<file path="src/rtl/frm_pkg.sv">
// ----------------------------------------------------------------------------
// frm_pkg: shared types and constants of the frame running mean block
// Holds the fixed field widths and the configuration register indexes.
// ----------------------------------------------------------------------------
package frm_pkg;

    // Fixed field widths.
    localparam int PIX_BITS     = 8;
    localparam int SEEN_BITS    = 16;
    localparam int DIM_BITS     = 10;
    localparam int CFG_IDX_BITS = 1;

    // Configuration register indexes.
    typedef enum logic [CFG_IDX_BITS-1:0] {
        CFG_FRAME_WIDTH  = 1'b0,
        CFG_FRAME_HEIGHT = 1'b1
    } t_cfg_idx;

endpackage

</file>
<file path="src/rtl/frm_div.sv">
// ----------------------------------------------------------------------------
// frm_div: iterative restoring divider with an 8-bit quotient
// Produces one quotient bit per cycle; the dividend must stay below
// 256 times the divisor so the quotient fits in a pixel.
// ----------------------------------------------------------------------------
module frm_div
    import frm_pkg::*;
#(
    parameter int COUNT_BITS = 16
) (
    input  logic                           i_clk,
    input  logic                           i_rst_n,
    input  logic                           i_start,
    input  logic [COUNT_BITS+PIX_BITS-1:0] i_dividend,
    input  logic [COUNT_BITS-1:0]          i_divisor,
    output logic                           o_done,
    output logic [PIX_BITS-1:0]            o_quotient
);

    localparam int REM_BITS = COUNT_BITS + PIX_BITS;
    localparam int BIT_BITS = $clog2(PIX_BITS);

    logic                r_busy;
    logic                r_done;
    logic [BIT_BITS-1:0] r_bit;
    logic [REM_BITS-1:0] r_rem;
    logic [COUNT_BITS-1:0] r_div;
    logic [PIX_BITS-1:0] r_q;

    logic [REM_BITS-1:0] shifted;
    logic [REM_BITS-1:0] diff;
    logic                fits;

    // Trial subtraction of the divisor shifted to the current quotient bit.
    always_comb begin
        shifted = {{PIX_BITS{1'b0}}, r_div} << r_bit;
        fits    = (r_rem >= shifted);
        diff    = r_rem - shifted;
    end

    // Control: busy while the quotient bits are produced, done pulses after the last.
    always_ff @(posedge i_clk) begin
        if (!i_rst_n) begin
            r_busy <= 1'b0;
            r_done <= 1'b0;
        end else begin
            r_done <= !i_start && r_busy && (r_bit == '0);
            if (i_start) begin
                r_busy <= 1'b1;
            end else if (r_busy && (r_bit == '0)) begin
                r_busy <= 1'b0;
            end
        end
    end

    // Datapath: remainder, divisor and quotient bits.
    always_ff @(posedge i_clk) begin
        if (i_start) begin
            r_rem <= i_dividend;
            r_div <= i_divisor;
            r_bit <= BIT_BITS'(PIX_BITS - 1);
            r_q   <= '0;
        end else if (r_busy) begin
            if (fits) begin
                r_rem <= diff;
            end
            r_q[r_bit] <= fits;
            r_bit      <= r_bit - 1'b1;
        end
    end

    assign o_done     = r_done;
    assign o_quotient = r_q;

endmodule

</file>
<file path="config.mk">
export PLATFORM = sky130hd
export DESIGN_NAME = frm_div
export DESIGN_NICKNAME = d
export VERILOG_FILES = /design/src/rtl/frm_pkg.sv /design/src/rtl/frm_div.sv
export SDC_FILE = /design/constraint.sdc
export NUM_CORES = 1
export LEC_CHECK = 0
export ABC_AREA = 1
export BUFFER_PORTS_ARGS = -buffer_cell sky130_fd_sc_hd__buf_2
export CAP_MARGIN = 20
export CORE_UTILIZATION = 64
export CTS_BUF_LIST = sky130_fd_sc_hd__clkbuf_8 sky130_fd_sc_hd__clkbuf_16
export DETAILED_ROUTE_END_ITERATION = 16
export PLACE_DENSITY = 0.95
export SLEW_MARGIN = 20
export SYNTH_ARGS = -nofsm -noshare
export SYNTH_HDL_FRONTEND = slang
export SYNTH_SLANG_ARGS = --single-unit
</file>
<file path="constraint.sdc">
create_clock -name i_clk -period 5.25 [get_ports i_clk]
set_input_delay 0.525 -clock i_clk [delete_from_list [all_inputs] [get_ports i_clk]]
set_output_delay 0.525 -clock i_clk [all_outputs]
set_load 0.01 [all_outputs]
</file>
# [After elaboration in Yosys (flattened, before gate mapping)]
# Index checks and enable logic that the tools add are counted.
[op_classes] shifts=1 n_mux=8 reduce_logical=10 order_cmp=3 addsub=2
[ops] operator="24-bit 2-to-1 mux" count=3
[ops] operator="24-bit greater-or-equal comparator" count=1
[ops] operator="16-bit by 3-bit left shift with 24-bit output" count=1
[ops] operator="24-bit subtractor" count=1
[ops] operator="8-bit bitwise mux" count=1
[ops] operator="2-bit nonzero test" count=3
[ops] operator="1-bit logical AND" count=4
[ops] operator="3-bit by 4-bit less-than comparator with 1-bit output, second input constant" count=1
[ops] operator="1-bit demux with 3-bit select" count=1
[ops] operator="3-bit by 1-bit greater-or-equal comparator with 1-bit output, second input constant" count=1
[ops] operator="3-bit zero test" count=1
[ops] operator="1-bit 2-to-1 mux" count=3
[ops] operator="3-bit by 1-bit subtractor with 3-bit output, second input constant" count=1
[ops] operator="2-bit AND reduction" count=1
[ops] operator="1-bit zero test" count=1
[word_totals] in_bits=43 reg_bits=53

# [Longest topological paths before layout]
[depth] word_depth=5 ltp_mapped=20 mapped_depth_nobuf=20

# [Worst setup path after synthesis]
# OpenSTA, ideal clock, no wires.
[synth_path] path_type="register -> register" start="reg r_bit[1]" end="reg r_rem[0] (enable)" required_time_ns=4.824 arrival_ns=2.552 path_buffers=1 setup_time_ns=0.426 setup_slack_ns=2.273 synth_period_minus_slack_ns=2.977 path_stages_with_launch=13 path_cell_list="dfxtp_1 -> inv_1 -> clkbuf_1 -> o21ai_0 -> or2_2 -> ha_1 -> or2_1 -> nand3_1 -> nand2_2 -> nand2_2 -> nand4_4 -> nand2_1 -> nand2_1"
[synth_via] elab_chain_len=4
[synth_rtl] element="start: declaration" line_no="frm_div.sv:25" rtl="logic [BIT_BITS-1:0] r_bit;"
[synth_rtl] element="start signal: assignment" line_no="frm_div.sv:61" rtl="r_bit <= BIT_BITS'(PIX_BITS - 1);"
[synth_rtl] element="start signal: assignment" line_no="frm_div.sv:68" rtl="r_bit <= r_bit - 1'b1;"
[synth_rtl] element="16-bit by 3-bit left shift with 24-bit output" line_no="frm_div.sv:36" rtl="shifted = {{PIX_BITS{1'b0}}, r_div} << r_bit;"
[synth_rtl] element="24-bit greater-or-equal comparator" line_no="frm_div.sv:37" rtl="fits = (r_rem >= shifted);"
[synth_rtl] element="2-bit nonzero test (no source line)"
[synth_rtl] element="2-bit AND reduction (no source line)"
[synth_rtl] element="end signal: assignment" line_no="frm_div.sv:59" rtl="r_rem <= i_dividend;"
[synth_rtl] element="end signal: assignment" line_no="frm_div.sv:65" rtl="r_rem <= diff;"
[synth_rtl] element="end: declaration" line_no="frm_div.sv:26" rtl="logic [REM_BITS-1:0] r_rem;"
# Every way passes these cells.
# A chain may end at the register's enable or synchronous reset.

# [Worst setup path in the final report]
[layout_path] start="reg r_bit[0]" end="reg r_rem[3] (enable)"
# Same word-level chain as after synthesis.

==> results.py <==
metrics = {
    "yosys": {
        "post_synth_most_frequent_cells": "292 x sky130_fd_sc_hd__nand2_1, 109 x sky130_fd_sc_hd__inv_1, 64 x sky130_fd_sc_hd__nor2_1",
        "synthesis.area_per_instance_um2": 6.30,
        "yosys.cell_count.top_type": "sky130_fd_sc_hd__nand2_1",
        "synthDistinctLibCells": 29,
        "post-synth-top-area-fraction_pct": 27.3,
        "synth.net_count": 768,
        "synth-main-ff-cell": "sky130_fd_sc_hd__edfxtp_1",
        "async_reset_ff_share_pct": 0,
        "synth_area_leader_cell": "sky130_fd_sc_hd__edfxtp_1",
        "synth_area_um2": 4410,
        "synth.top_cells.by_area": "sky130_fd_sc_hd__edfxtp_1 27%, sky130_fd_sc_hd__nand2_1 25%, sky130_fd_sc_hd__inv_1 9.3%",
        "synth.yosys.warnings": 0,
        "syn-instance-count": 699,
        "postSynthRegisterBits": 53,
        "synth-edff-count": 40,
        "seq_area_frac_synth_pct": 33.2,
    },
    "worst_setup_path": {
        "crit_top_cell": "sky130_fd_sc_hd__nand2_1",
        "crit_path_max_fanout": 24,
        "cpPeakStageDelay_ns": 0.83,
        "critical_path_sink_type": "flop",
        "data_arrival_time_of_the_critical_path_ns": 3.94,
        "critical-path-top-delay-family": "simple AND/OR/NAND/NOR gates",
        "start_kind": "flop",
        "path_class": "reg -> reg",
        "worst-endpoint-required_ns": 5.21,
        "critical-path-slowest-cell": "sky130_fd_sc_hd__dfxtp_1",
        "rrSetupSlack_ns": 1.27,
        "crit_chain": "inv_1, nand2_1, nand2_1, o21ai_0, inv_1, o21ai_0, ha_1, nand2_1, nor2_1, nand2_1, nor2_1, nand2_1, nand4_4, nand2_1, nand2_2",
        "number_of_buffer_and_inverter_instances_along_the_worst_setup_path": 2,
    },
    "placement": {
        "numPlacedInstances": 814,
        "finalWeightedCongestion": 0.965,
        "placed_cell_area_um2": 4700,
        "buffers_on_ports": 51,
        "detailedPlacementHpwl_mm": 8.54,
    },
    "cts": {
        "clock_latency_ns": 0.33,
        "clock_tree_from_tritoncts": "yes",
        "post_cts.repair.setup_buffers": 0,
        "cts_hold_buf": 0,
        "clk_pin_slew_worst_paths_ns": 0.11,
        "cts.path.max_buffers": 2,
        "clock-root-buffer": "sky130_fd_sc_hd__clkbuf_8",
        "ctsResizeCount": 0,
        "cts_inserted_buffers": 5,
        "ctsHtreeMaxLevel": 2,
        "numClockSinks": 53,
    },
    "floorplan": {
        "chipHeight_um": 85.0,
        "floorplan.die_area_um2": 7220,
        "initial_core_util_pct": 67.8,
        "ios": 52,
        "floorplan.core_area_um2": 6490,
        "die_width_um": 85.0,
        "rows": 29,
    },
    "timing": {
        "setup_viol": 0,
        "skew_ns": 0.0229,
        "timing.final.hold_violations": 0,
        "final_period_util_pct": 75.9,
        "fin_tns_setup_ns": 0,
        "unrepaired_setup_endpoints_after_global_routing": "false",
        "period_minus_slack_ns": 3.98,
        "finalMaxSlewViolations": 0,
        "worst_pin_slew_ns": 0.755,
        "holdWs_ns": 0.372,
        "slew-limit-headroom_pct": 49.6,
        "achievable-frequency_ghz": 0.251,
    },
    "run_status": {
        "failed_checks": "design-rule violations",
        "status": "finished with violations",
    },
    "layout": {
        "final_cell_area_um2": 4830,
        "final_layout_size_suffix_gt1_share_pct": 10.5,
        "finalNonFillerCells": 823,
        "antenna-diode-count": 0,
        "layout.filler_cells": 543,
        "layout.nets": 814,
        "layout_overhead_on_the_synthesized_area_pct": 9.71,
    },
    "global_routing": {
        "first_global_vias": 4210,
        "number_of_antenna_violations_at_the_first_check_in_global_routing": 0,
        "global_route.overflow_total": 0,
        "largest_net_degree_at_the_start_of_global_routing": 47,
        "grt_pass1_wl_mm": 18.1,
        "globalRouteTotalUtil_pct": 31.4,
    },
    "pwr": {
        "power.ir.vdd_worst_v": 0.000227,
        "report.power.total_uw": 1770,
        "total_leakage_power_uw": 0.00257,
        "power-per-cell-area_nw_per_um2": 367,
    },
    "drt": {
        "dr_vias": 4505,
        "initialDrtViolationCount": 372,
        "routed_via_density": 5.47,
        "route.detailed.wl_per_inst_um": 13.6,
        "drc": 2,
        "postRouteWirelength_mm": 11.2,
        "antenna_left": 0,
        "dr_pass1_iterations": 12,
    },
    "flow_run": {
        "timing.max_cap.violations": 0,
    },
    "hold_path": {
        "hold_path.class": "in -> reg",
    },
}
[worst register-to-register path, cell delays in order (launching register included)]
cell and delay, ns:
sky130_fd_sc_hd__dfxtp_1 0.83, sky130_fd_sc_hd__inv_1 0.40, sky130_fd_sc_hd__nand2_1 0.14, sky130_fd_sc_hd__nand2_1 0.10, sky130_fd_sc_hd__o21ai_0 0.17, sky130_fd_sc_hd__inv_1 0.07, sky130_fd_sc_hd__o21ai_0 0.26, sky130_fd_sc_hd__ha_1 0.27
sky130_fd_sc_hd__nand2_1 0.12, sky130_fd_sc_hd__nor2_1 0.20, sky130_fd_sc_hd__nand2_1 0.10, sky130_fd_sc_hd__nor2_1 0.11, sky130_fd_sc_hd__nand2_1 0.10, sky130_fd_sc_hd__nand4_4 0.16, sky130_fd_sc_hd__nand2_1 0.09, sky130_fd_sc_hd__nand2_2 0.49
[flip-flops by register name, summed over array words and instances, names as in the netlist]
name        flops
o_quotient      8
r_rem          24
r_div          16
o_done          1
r_bit           3
r_busy          1
[per-stage QoR]
stage	utilization, %	setup WS (ns)
after detailed placement	72.4	1.01
after CTS	74.1	0.983
after floorplan	-	2.27
after global routing	74.4	0.906
final	74.4	1.27
after global placement	72.4	1.19
[worst paths after layout]
| path | start | to | cells past startpoint |
|---|---|---|---|
| max | r_bit[0] | r_rem[3] | 15 |
| min | i_divisor[15] | r_div[15] | 1 |
| max reg2reg | r_bit[0] | r_rem[3] | 15 |
| min reg2reg | o_quotient[0] | o_quotient[0] | 2 |
[routing by layer]
metal | track usage [%] | share of wire, %
met1 | 39.0 | 43
met2 | 54.6 | 47
met3 | 3.99 | 6.6
met4 | 14.0 | 3.4
met5 | 0 | 0
[layout make-up]
class / count / area [um^2] / area share, %
sequential: 53 / 1460 / 30.2
multi-input combinational: 522 / 2470 / 51.1
inverter: 109 / 409 / 8.46
tap: 77 / 96.3 / 1.99
clock inverter: 2 / 17.5 / 0.362
clock buffer: 6 / 93.8 / 1.94
timing repair buffer: 54 / 285 / 5.90
[placed cells by master, fill, tap and decap left out, types with 2 or more instances in the layout]
cell type                    n
sky130_fd_sc_hd__clkbuf_8    5
sky130_fd_sc_hd__buf_4       2
sky130_fd_sc_hd__ha_1       25
sky130_fd_sc_hd__nand4_1     5
sky130_fd_sc_hd__nand2_1   291
sky130_fd_sc_hd__dfxtp_1    13
sky130_fd_sc_hd__edfxtp_1   40
sky130_fd_sc_hd__nand2_2     4
sky130_fd_sc_hd__buf_2      51
sky130_fd_sc_hd__nor2_1     64
sky130_fd_sc_hd__nand3_1    48
sky130_fd_sc_hd__o22ai_1     2
sky130_fd_sc_hd__or2_2       8
sky130_fd_sc_hd__inv_1     109
sky130_fd_sc_hd__nand3b_1    8
sky130_fd_sc_hd__o21ai_0    38
sky130_fd_sc_hd__nor3_1      2
sky130_fd_sc_hd__mux2i_1     4
sky130_fd_sc_hd__a21oi_1    13
sky130_fd_sc_hd__inv_6       2
[report_power, final]
part           leakage [uW]  total, uW  switching [uW]  internal (uW)
Clock             0.0000573        284             157            127
Sequential         0.000505        570            37.0            533
Combinational       0.00201        919             599            321
[cell families (layout without fill, tap and decap cells)]
| kind of cell | count (synthesis) | after routing | share of synthesized area, % |
|---|---|---|---|
| AND/OR/NAND/NOR | 437 | 437 | 41.1 |
| multiplexers | 4 | 4 | 0.909 |
| adder cells (fa/ha/maj) | 26 | 26 | 7.55 |
| flip-flops | 53 | 53 | 33.2 |
| buffers and inverters | 124 | 171 | 10.8 |
| AO/OA/AOI/OAI | 54 | 54 | 6.22 |
| XOR/XNOR | 1 | 1 | 0.199 |
Power figures use the tool's default switching activity.
